### src/rtl/u8u16_pkg.sv
// Shared types and constants for the UTF-8 to UTF-16 decoder.
// Used by u8u16_front, u8u16_queue, u8u16_back and the top level.
// No dependencies.
package u8u16_pkg;

	localparam int unsigned UNIT_W        = 21;
	localparam int unsigned LOW_W         = 10;
	localparam int unsigned QUEUE_DEPTH   = 4;

	localparam logic [UNIT_W-1:0] MAX_SCALAR = 21'h10FFFF;
	localparam logic [UNIT_W-1:0] SURR_FIRST = 21'h00D800;
	localparam logic [UNIT_W-1:0] SURR_LAST  = 21'h00DFFF;
	localparam logic [UNIT_W-1:0] SUPP_FIRST = 21'h010000;

	// Upper six bits of the high and low surrogate ranges
	localparam logic [5:0] HI_SURR_TAG = 6'b110110;
	localparam logic [5:0] LO_SURR_TAG = 6'b110111;

	// One queued record: a single unit, a surrogate pair, or an error marker
	typedef struct packed {
		logic              pair;
		logic [UNIT_W-1:0] unit0;
		logic [LOW_W-1:0]  unit1;
		logic              err;
		logic              last;
	} entry_t;

	// Smallest scalar allowed for a sequence of the given length
	function automatic logic [UNIT_W-1:0] min_for_len(input logic [2:0] len);
		logic [UNIT_W-1:0] m;
		case (len)
			3'd2:    m = 21'h000080;
			3'd3:    m = 21'h000800;
			3'd4:    m = 21'h010000;
			default: m = '0;
		endcase
		return m;
	endfunction

endpackage

### src/rtl/utf8_to_utf16_decoder.sv
// Validating UTF-8 decoder with UTF-16 or code point output.
// Input channel: in_valid/in_ready carry one beat per byte (data_byte,
// end_of_string). Output channel: out_valid/out_ready carry one result beat
// (code_unit, decode_error, last_of_string). Config channel: cfg_valid/
// cfg_ready write cfg_data[0] as the output mode (1 = UTF-16, reset 1);
// cfg_ready is always high.
// Throughput: one input byte per cycle while the queue has room; one result
// beat per cycle while out_ready is high, so a surrogate pair gives two beats.
// The record queue between front and back end absorbs the difference.
// The completing byte writes its record into the queue when accepted; the
// back end then loads it into the output register, which drives the beat.
// A receiver stall holds the output register; the queue fills and in_ready
// drops once QueueDepth records wait. An invalid string gives one error beat
// (code_unit 0, decode_error 1, last_of_string 1) at its final byte.
// Reset clears sequence state, empties the queue, clears output valid and sets UTF-16 mode.
// Depends on u8u16_pkg, u8u16_front, u8u16_queue, u8u16_back.
module utf8_to_utf16_decoder #(
	parameter int unsigned QueueDepth = u8u16_pkg::QUEUE_DEPTH
) (
	input  logic                         clk,
	input  logic                         arst_n,
	input  logic                         cfg_valid,
	output logic                         cfg_ready,
	input  logic                         cfg_data,
	input  logic                         in_valid,
	output logic                         in_ready,
	input  logic [7:0]                   data_byte,
	input  logic                         end_of_string,
	output logic                         out_valid,
	input  logic                         out_ready,
	output logic [u8u16_pkg::UNIT_W-1:0] code_unit,
	output logic                         decode_error,
	output logic                         last_of_string
);

	logic              mode_q;
	logic              wr_en;
	u8u16_pkg::entry_t wr_entry;
	logic              q_full;
	logic              q_pop;
	logic              q_valid;
	u8u16_pkg::entry_t q_entry;

	assign cfg_ready = 1'b1;

	// Output mode register
	always_ff @(posedge clk or negedge arst_n) begin
		if (!arst_n) begin
			mode_q <= 1'b1;
		end else if (cfg_valid && cfg_ready) begin
			mode_q <= cfg_data;
		end
	end

	u8u16_front u_front (
		.clk           (clk),
		.arst_n        (arst_n),
		.in_valid      (in_valid),
		.in_ready      (in_ready),
		.data_byte     (data_byte),
		.end_of_string (end_of_string),
		.utf16_mode    (mode_q),
		.q_full        (q_full),
		.wr_en         (wr_en),
		.wr_entry      (wr_entry)
	);

	u8u16_queue #(
		.Depth (QueueDepth)
	) u_queue (
		.clk      (clk),
		.arst_n   (arst_n),
		.wr_en    (wr_en),
		.wr_entry (wr_entry),
		.full     (q_full),
		.rd_en    (q_pop),
		.rd_valid (q_valid),
		.rd_entry (q_entry)
	);

	u8u16_back u_back (
		.clk            (clk),
		.arst_n         (arst_n),
		.q_valid        (q_valid),
		.q_entry        (q_entry),
		.q_pop          (q_pop),
		.out_valid      (out_valid),
		.out_ready      (out_ready),
		.code_unit      (code_unit),
		.decode_error   (decode_error),
		.last_of_string (last_of_string)
	);

endmodule

### src/rtl/u8u16_front.sv
// Front end: accepts UTF-8 bytes, tracks sequence state, validates scalars
// and writes finished records into the queue. Depends on u8u16_pkg.
module u8u16_front (
	input  logic                  clk,
	input  logic                  arst_n,
	input  logic                  in_valid,
	output logic                  in_ready,
	input  logic [7:0]            data_byte,
	input  logic                  end_of_string,
	input  logic                  utf16_mode,
	input  logic                  q_full,
	output logic                  wr_en,
	output u8u16_pkg::entry_t     wr_entry
);

	logic [u8u16_pkg::UNIT_W-1:0] partial_q, partial_d;
	logic [1:0]                   pend_q, pend_d;
	logic [2:0]                   len_q, len_d;
	logic                         err_q, err_d;

	logic                         accept;
	logic                         complete;
	logic                         bad_scalar;
	logic [u8u16_pkg::UNIT_W-1:0] cp;
	logic [19:0]                  v;

	assign in_ready = !q_full;
	assign accept   = in_valid && in_ready;

	// Byte decode, scalar check and record build
	always_comb begin
		partial_d  = partial_q;
		pend_d     = pend_q;
		len_d      = len_q;
		err_d      = err_q;
		complete   = 1'b0;
		bad_scalar = 1'b0;
		wr_en      = 1'b0;
		wr_entry   = '0;
		cp         = '0;
		v          = '0;

		if (!err_q) begin
			if (pend_q == 2'd0) begin
				if (data_byte[7] == 1'b0) begin
					partial_d = {13'd0, data_byte};
					len_d     = 3'd1;
					complete  = 1'b1;
				end else if (data_byte[7:5] == 3'b110) begin
					partial_d = {16'd0, data_byte[4:0]};
					pend_d    = 2'd1;
					len_d     = 3'd2;
				end else if (data_byte[7:4] == 4'b1110) begin
					partial_d = {17'd0, data_byte[3:0]};
					pend_d    = 2'd2;
					len_d     = 3'd3;
				end else if (data_byte[7:3] == 5'b11110) begin
					partial_d = {18'd0, data_byte[2:0]};
					pend_d    = 2'd3;
					len_d     = 3'd4;
				end else begin
					err_d = 1'b1;
				end
			end else if (data_byte[7:6] != 2'b10) begin
				err_d = 1'b1;
			end else begin
				partial_d = {partial_q[u8u16_pkg::UNIT_W-7:0], data_byte[5:0]};
				pend_d    = pend_q - 2'd1;
				complete  = (pend_q == 2'd1);
			end

			if (complete) begin
				cp         = partial_d;
				bad_scalar = (cp < u8u16_pkg::min_for_len(len_d))
					|| (cp > u8u16_pkg::MAX_SCALAR)
					|| ((cp >= u8u16_pkg::SURR_FIRST) && (cp <= u8u16_pkg::SURR_LAST));
				v          = 20'(cp - u8u16_pkg::SUPP_FIRST);
				if (bad_scalar) begin
					err_d = 1'b1;
				end else if (utf16_mode && (cp >= u8u16_pkg::SUPP_FIRST)) begin
					wr_en          = 1'b1;
					wr_entry.pair  = 1'b1;
					wr_entry.unit0 = {5'd0, u8u16_pkg::HI_SURR_TAG, v[19:10]};
					wr_entry.unit1 = v[9:0];
					wr_entry.last  = end_of_string;
				end else begin
					wr_en          = 1'b1;
					wr_entry.unit0 = cp;
					wr_entry.last  = end_of_string;
				end
				partial_d = '0;
				len_d     = 3'd1;
			end

			// Truncated sequence at end of string
			if (end_of_string && !err_d && (pend_d != 2'd0)) begin
				err_d = 1'b1;
			end
		end

		if (end_of_string) begin
			if (err_d) begin
				wr_en    = 1'b1;
				wr_entry = '0;
				wr_entry.err  = 1'b1;
				wr_entry.last = 1'b1;
			end
			partial_d = '0;
			pend_d    = 2'd0;
			len_d     = 3'd1;
			err_d     = 1'b0;
		end

		if (!accept) begin
			wr_en = 1'b0;
		end
	end

	// Sequence state
	always_ff @(posedge clk or negedge arst_n) begin
		if (!arst_n) begin
			partial_q <= '0;
			pend_q    <= 2'd0;
			len_q     <= 3'd1;
			err_q     <= 1'b0;
		end else if (accept) begin
			partial_q <= partial_d;
			pend_q    <= pend_d;
			len_q     <= len_d;
			err_q     <= err_d;
		end
	end

endmodule

### src/rtl/u8u16_queue.sv
// Short FIFO of decoded records between front and back end.
// Depends on u8u16_pkg for the record type.
module u8u16_queue #(
	parameter int unsigned Depth = u8u16_pkg::QUEUE_DEPTH
) (
	input  logic              clk,
	input  logic              arst_n,
	input  logic              wr_en,
	input  u8u16_pkg::entry_t wr_entry,
	output logic              full,
	input  logic              rd_en,
	output logic              rd_valid,
	output u8u16_pkg::entry_t rd_entry
);

	localparam int unsigned PtrW = $clog2(Depth);
	localparam int unsigned CntW = $clog2(Depth + 1);

	u8u16_pkg::entry_t mem_q [Depth];
	logic [PtrW-1:0]   wr_ptr_q, rd_ptr_q;
	logic [CntW-1:0]   count_q;
	logic              do_wr, do_rd;

	assign full     = (count_q == CntW'(Depth));
	assign rd_valid = (count_q != '0);
	assign rd_entry = mem_q[rd_ptr_q];
	assign do_wr    = wr_en && !full;
	assign do_rd    = rd_en && rd_valid;

	// Storage
	always_ff @(posedge clk) begin
		if (do_wr) begin
			mem_q[wr_ptr_q] <= wr_entry;
		end
	end

	// Pointers and fill count; pointers wrap at the last entry
	always_ff @(posedge clk or negedge arst_n) begin
		if (!arst_n) begin
			wr_ptr_q <= '0;
			rd_ptr_q <= '0;
			count_q  <= '0;
		end else begin
			if (do_wr) begin
				wr_ptr_q <= (wr_ptr_q == PtrW'(Depth - 1)) ? '0 : wr_ptr_q + 1'b1;
			end
			if (do_rd) begin
				rd_ptr_q <= (rd_ptr_q == PtrW'(Depth - 1)) ? '0 : rd_ptr_q + 1'b1;
			end
			case ({do_wr, do_rd})
				2'b10:   count_q <= count_q + 1'b1;
				2'b01:   count_q <= count_q - 1'b1;
				default: count_q <= count_q;
			endcase
		end
	end

endmodule

### src/rtl/u8u16_back.sv
// Back end: splits queued records into result beats, one per cycle while the
// receiver is ready, through an output register. Depends on u8u16_pkg.
module u8u16_back (
	input  logic                         clk,
	input  logic                         arst_n,
	input  logic                         q_valid,
	input  u8u16_pkg::entry_t            q_entry,
	output logic                         q_pop,
	output logic                         out_valid,
	input  logic                         out_ready,
	output logic [u8u16_pkg::UNIT_W-1:0] code_unit,
	output logic                         decode_error,
	output logic                         last_of_string
);

	logic                         out_valid_q;
	logic [u8u16_pkg::UNIT_W-1:0] unit_q;
	logic                         err_q;
	logic                         last_q;
	logic                         half_q;
	logic                         load;
	logic                         first_half;

	assign load       = q_valid && (!out_valid_q || out_ready);
	assign first_half = q_entry.pair && !half_q;
	assign q_pop      = load && !first_half;

	assign out_valid      = out_valid_q;
	assign code_unit      = unit_q;
	assign decode_error   = err_q;
	assign last_of_string = last_q;

	// Output register payload
	always_ff @(posedge clk) begin
		if (load) begin
			if (first_half) begin
				unit_q <= q_entry.unit0;
				err_q  <= 1'b0;
				last_q <= 1'b0;
			end else begin
				unit_q <= half_q ? {5'd0, u8u16_pkg::LO_SURR_TAG, q_entry.unit1}
					: q_entry.unit0;
				err_q  <= q_entry.err;
				last_q <= q_entry.last;
			end
		end
	end

	// Output valid and pair phase
	always_ff @(posedge clk or negedge arst_n) begin
		if (!arst_n) begin
			out_valid_q <= 1'b0;
			half_q      <= 1'b0;
		end else begin
			if (load) begin
				out_valid_q <= 1'b1;
				half_q      <= first_half;
			end else if (out_ready) begin
				out_valid_q <= 1'b0;
			end
		end
	end

endmodule
### config.mk
export PLATFORM = sky130hd
export DESIGN_NAME = utf8_to_utf16_decoder
export DESIGN_NICKNAME = d
export VERILOG_FILES = /design/src/rtl/u8u16_pkg.sv /design/src/rtl/utf8_to_utf16_decoder.sv /design/src/rtl/u8u16_front.sv /design/src/rtl/u8u16_queue.sv /design/src/rtl/u8u16_back.sv
export SDC_FILE = /design/constraint.sdc
export NUM_CORES = 1
export LEC_CHECK = 0
export BUFFER_PORTS_ARGS = -buffer_cell sky130_fd_sc_hd__buf_4
export CAP_MARGIN = 40
export CELL_PAD_IN_SITES_DETAIL_PLACEMENT = 1
export CELL_PAD_IN_SITES_GLOBAL_PLACEMENT = 1
export CORE_MARGIN = 1.5
export CORE_UTILIZATION = 35
export DETAILED_ROUTE_END_ITERATION = 12
export PLACE_DENSITY_LB_ADDON = 0.12
export SLEW_MARGIN = 20
export SYNTH_ARGS = -nofsm -noshare
export SYNTH_HDL_FRONTEND = slang
export SYNTH_SLANG_ARGS = --single-unit
### constraint.sdc
create_clock -name clk -period 5.35 [get_ports clk]
set_input_delay 0.535 -clock clk [delete_from_list [all_inputs] [get_ports clk]]
set_output_delay 0.535 -clock clk [all_outputs]
set_load 0.005 [all_outputs]
# After elaboration in Yosys (flattened, before gate mapping)
# Memory sizes are Yosys's and may differ from the RTL's.
# Cells that the tools add are included.
[word_totals]
regBits = 60
ram_bits = 136
inputBits = 15
out_inout_bits = 26
n_memories = 1
[op_classes]
addsub = 6
magnitude_cmp = 5
n_eq_ne = 14
n_mux = 73
reduce_logical = 24
[memory_table]
columns = ["name", "words", "width", "rd", "rd_ports_with_merged_regs", "wr", "line_no", "text"]
rows = [
  ["u_queue.mem_q", 4, 34, 1, 0, 1, "u8u16_queue.sv:19", "u8u16_pkg::entry_t mem_q [Depth];"],
]
[ops]
columns = ["op", "n"]
rows = [
  ["$mux 21", 15],
  ["$mux 32", 3],
  ["$mux 34", 2],
  ["$pmux 17 s3", 1],
  ["$mux 1", 30],
  ["$mux 3", 9],
  ["$mux 2", 11],
  ["$ge 21x16->1 const B", 1],
  ["$ge 21x17->1 const B", 1],
  ["$gt 21x21->1 const B", 1],
  ["$le 21x16->1 const B", 1],
  ["$lt 21x21->1", 1],
  ["$sub 20x17->20 const B", 1],
  ["$logic_and 1x1->1", 10],
  ["$mux 10", 1],
  ["$eq 3x3->1 const B", 3],
  ["$eq 2x2->1 const B", 3],
  ["$eq 3x2->1 const B", 2],
  ["$pmux 3 s2", 1],
  ["$reduce_bool 2->1", 3],
  ["$eq 5x5->1 const B", 1],
  ["$logic_not 1->1", 5],
  ["$add 2x1->2 const B", 2],
  ["$eq 2x1->1 const B", 2],
  ["9 further kinds", 12],
]

# Logic depth before layout (Yosys ltp)
[depth]
ltp_word = 28
mapped_depth = 22
depth_no_buf = 19

# Modules after synthesis
# Synthesis repeated with hierarchy kept, for this count alone.
[unflattened]
hier_cells = 611
hier_area_um2 = 9115.0
[by_module_without_submodules]
columns = ["mod", "n_inst", "cells_per_inst", "area_each_um2", "seq_area_each_um2"]
rows = [
  ["u8u16_queue", 1, 218, 5416.4, 4259.1],
  ["u8u16_front", 1, 331, 2647.5, 676.9],
  ["u8u16_back", 1, 58, 998.5, 740.7],
  ["utf8_to_utf16_decoder", 1, 4, 52.6, 26.3],
]

# Worst setup path before layout
# No wires, ideal clock.
[synth_timing]
kind = "register to register"
startpoint = "register u_front.pend_q[0]"
endpoint = "memory u_queue.mem_q[3][0] in the netlist's numbering (enable)"
setup_time_ns = 0.394
arrival_time_ns = 3.813
required_ns = 4.956
setup_slack_ns = 1.142
stages_incl_launch_ff = 17
n_path_buf = 3
synth_period_minus_slack_ns = 4.208
cell_sequence = "dfrtp_1 -> inv_1 -> ha_1 -> buf_6 -> nor3b_4 -> a311oi_2 -> buf_6 -> buf_2 -> a22oi_1 -> inv_1 -> ha_1 -> nand2_1 -> o2111ai_1 -> o21a_1 -> nand4_1 -> o21ai_1 -> and2_1"
[synth_between]
elab_chain_cells = 24
elab_cells_between_ends = 49
[synth_lines]
columns = ["item", "line_no", "text"]
rows = [
  ["from (decl)", "u8u16_front.sv:17", "logic [1:0] pend_q, pend_d;"],
  ["from (signal assigned)", "u8u16_front.sv:128", "pend_q <= pend_d;"],
  ["$logic_not 2->1", "u8u16_front.sv:44", "if (pend_q == 2'd0) begin"],
  ["$mux 3", "u8u16_front.sv:44", ""],
  ["$mux 3", "u8u16_front.sv:43", "if (!err_q) begin"],
  ["$eq 3x3->1 / $eq 3x2->1 (equally long branches)", "u8u16_pkg.sv:31", "case (len)"],
  ["$pmux 17 s3", "u8u16_pkg.sv:31", ""],
  ["$mux 21", "u8u16_front.sv:72", "if (complete) begin"],
  ["$mux 21", "u8u16_front.sv:43", ""],
  ["$lt 21x21->1", "u8u16_front.sv:74", "bad_scalar = (cp < u8u16_pkg::min_for_len(len_d))"],
  ["[8 not listed]", "-", ""],
  ["$mux 1", "u8u16_front.sv:96", "if (end_of_string && !err_d && (pend_d != 2'd0)) begin"],
  ["$mux 1", "u8u16_front.sv:43", ""],
  ["$mux 1", "u8u16_front.sv:102", "if (err_d) begin"],
  ["$mux 1 (*)", "u8u16_front.sv:101", "if (end_of_string) begin"],
  ["$mux 1 (*)", "u8u16_front.sv:114", "if (!accept) begin"],
  ["$logic_and 1x1->1 (*)", "u8u16_queue.sv:27", "assign do_wr = wr_en && !full;"],
  ["$mux 1 (*)", "u8u16_queue.sv:32", "if (do_wr) begin"],
  ["$mux 1 (not written as such) (*)", "u8u16_queue.sv:33", "mem_q[wr_ptr_q] <= wr_entry;"],
  ["to (decl)", "u8u16_queue.sv:19", ""],
]
# Mark *: on every way between the ends. The rest lies on a longest branch, timed or not. The select of a mux whose other input is x is not followed.

==> impl_metrics.json <==
{
  "cts_setup_buffers": 0,
  "hold_buffers": 0,
  "rows": 58,
  "totalWireLength_um": 21910,
  "critPathCaptureType": "register",
  "postRouteAntennaNets": 0,
  "fin_crit_ns": 4.746,
  "hold_class": "in -> async",
  "dp_cells": 969,
  "synth.distinct_cells": 74,
  "via_count": 5424,
  "syn_nets": 653,
  "ctsResizeCount": 0,
  "vias_per_cell": 5.413,
  "core_um2": 25330,
  "io_buffers": 39,
  "die_h_um": 163.9,
  "ys.flop_type": "edfxtp_1",
  "yosysSeqAreaShare_pct": 62.94,
  "layout_commonest_cell": "edfxtp_1",
  "irDropWorstVdd_mv": 0.2625,
  "synth_top_area_share_pct": 52.69,
  "synth_area_leaders": "edfxtp_1, dfrtp_1, mux4_2",
  "clk_pin_slew_ns": 0.08,
  "postLayoutCoreUtil_pct": 40.72,
  "pin_count": 41,
  "grt_max_degree": 38,
  "synth.avg_cell_area_um2": 14.52,
  "synthCells": 624,
  "nets": 688,
  "cap_violations": 0,
  "yosysWarningCount": 0,
  "rsz0062_at_grt": "false",
  "fin_total_pwr_w": 0.005397,
  "setup_viol": 0,
  "cp.required_ns": 5.49,
  "area_growth_syn_to_layout_pct": 13.82,
  "fin_cells": 1002,
  "cts.sink_count": 196,
  "clockRootBuffer": "clkbuf_16",
  "wl_per_cell_um": 21.87,
  "tightest_slew_ns": 0.8204,
  "p_leak_nw": 3.601,
  "status": "completed",
  "drc_errors": 0,
  "finalMaxSlewViolations": 0,
  "tns_ns": 0,
  "synth_seq_cells": 196,
  "skew_ns": 0.01928,
  "powerDensity_nw_per_um2": 523.3,
  "drive_gt1_share_pct": 26.04,
  "cts_tree": "built",
  "die_x_um": 163.9,
  "h-tree-depth": 4,
  "slew_headroom_pct": 45.31,
  "hold_violations": 0,
  "drt_first_pass_iters": 5,
  "critPathKind": "reg -> reg",
  "crit_fanout": 23,
  "crit_arrival_ns": 4.88,
  "clock_latency_ns": 0.44,
  "n_antenna_cell": 0,
  "layout_common_cells": "edfxtp_1, buf_4, nand2_1",
  "grt_use_total_pct": 17.59,
  "cts.path.max_buffers": 2,
  "synth-edff-count": 159,
  "post-route-period-util_pct": 88.71,
  "fillers": 2549,
  "gr-total-overflow": 0,
  "max_freq_mhz": 210.7,
  "grt_pass1_vias": 5802,
  "synthArstFlopShare_pct": 18.88,
  "drt-initial-drc-count": 443,
  "die-area_um2": 26860,
  "synth_top_cell_by_area": "edfxtp_1",
  "cp-start-kind": "register",
  "dp_hpwl_um": 14280,
  "gp_congestion": 0.8497,
  "syn_area_um2": 9061,
  "grt_pass1_wl_um": 34730,
  "worst_hold_slack_ns": 0.07646,
  "numCtsBuffers": 17,
  "antenna_found_initial": 0,
  "start_util_pct": 35.78
}
==> registers in the layout (all words and copies together) (netlist names) <==
name	count
u_queue.mem_q	136
u_back.code_unit	21
u_front.partial_q	21
u_front.len_q	3
u_queue.count_q	3
u_front.pend_q	2
u_queue.rd_ptr_q	2
u_queue.wr_ptr_q	2
mode_q	1
u_back.decode_error	1
u_back.half_q	1
u_back.last_of_string	1
u_back.out_valid	1
u_front.err_q	1
==> critical path, cell delays in order (launching register included) <==
cell      delay (ns)
dfrtp_1         0.46
inv_1           0.12
ha_1            0.61
and2b_2         0.30
a311oi_2        0.05
buf_4           0.26
a22oi_1         0.42
ha_1            0.24
nand3_1         0.10
or4_1           0.42
nor3_1          0.24
o21ai_2         0.19
buf_6           0.20
buf_12          0.16
a211oi_1        0.66
==> final timing paths <==
check                      depth (start not counted)               from                   end  slack, ns
setup reg to reg                                  14  u_front.pend_q[0]  u_queue.mem_q[1][20]       0.60
max in group asynchronous                          1             arst_n                mode_q       4.87
min in group clk                                   4          out_ready      u_back.out_valid       0.33
hold reg to reg                                    2   u_back.out_valid      u_back.out_valid       0.51
setup / recovery                                  14  u_front.pend_q[0]  u_queue.mem_q[1][20]       0.60
hold / removal                                     1             arst_n   u_queue.rd_ptr_q[1]       0.08
==> synthesized netlist by cell type (7+ instances only) <==
cell	number
ha_1	13
o21ai_0	35
dfrtp_1	35
edfxtp_1	159
a22oi_1	11
buf_2	7
nand2_1	45
and2_1	7
buf_6	8
mux2_2	20
nor2_1	24
nand3_1	16
inv_1	18
o22ai_1	7
nor2b_1	13
a21oi_1	15
mux2i_1	8
nor3_1	16
clkbuf_1	20
mux4_2	34
==> cell families after synthesis <==
| kind of cell | synth area share [%] |
|---|---|
| DFF | 62.94 |
| and+or+nand+nor | 10.18 |
| AOI/OAI and AO/OA | 9.114 |
| muxes | 11.82 |
| buffers and inverters | 3.411 |
| adders and majority gates | 2.016 |
| xor gates and xnor gates | 0.4833 |
| other | 0.04139 |
==> layer usage <==
layer  track usage [%]  share of wire [%]
met5                 0                  0
met4             5.372                1.3
met3             2.525                2.4
met1             23.14                 45
met2             30.07                 51
==> cell type report <==
type	instances	area, µm²	area share (%)
clock buffers	17	425.4	4.125
clock inverters	15	190.2	1.844
inverters	18	67.56	0.6551
multi-input cells	369	3057	29.64
flip-flops and latches	196	5704	55.31
well taps	330	412.9	4.003
repair buffers	57	456.7	4.428
==> stage by stage <==
step / area (µm²) / setup WS, ns
final: 10310 / 0.6042
after global routing: 10310 / 0.2369
after detailed placement: 9683 / 0.6892
after CTS: 10300 / 0.6524
after global placement: 9652 / 0.7850
after floorplan: 9061 / 1.142
==> power by group <==
part | total, W | internal (W) | switching [W]
Clock | 0.00134 | 0.000713 | 0.000627
Sequential | 0.00221 | 0.00207 | 0.000138
Combinational | 0.00184 | 0.000804 | 0.00104
Note: power is estimated with default switching activity, not from simulation.
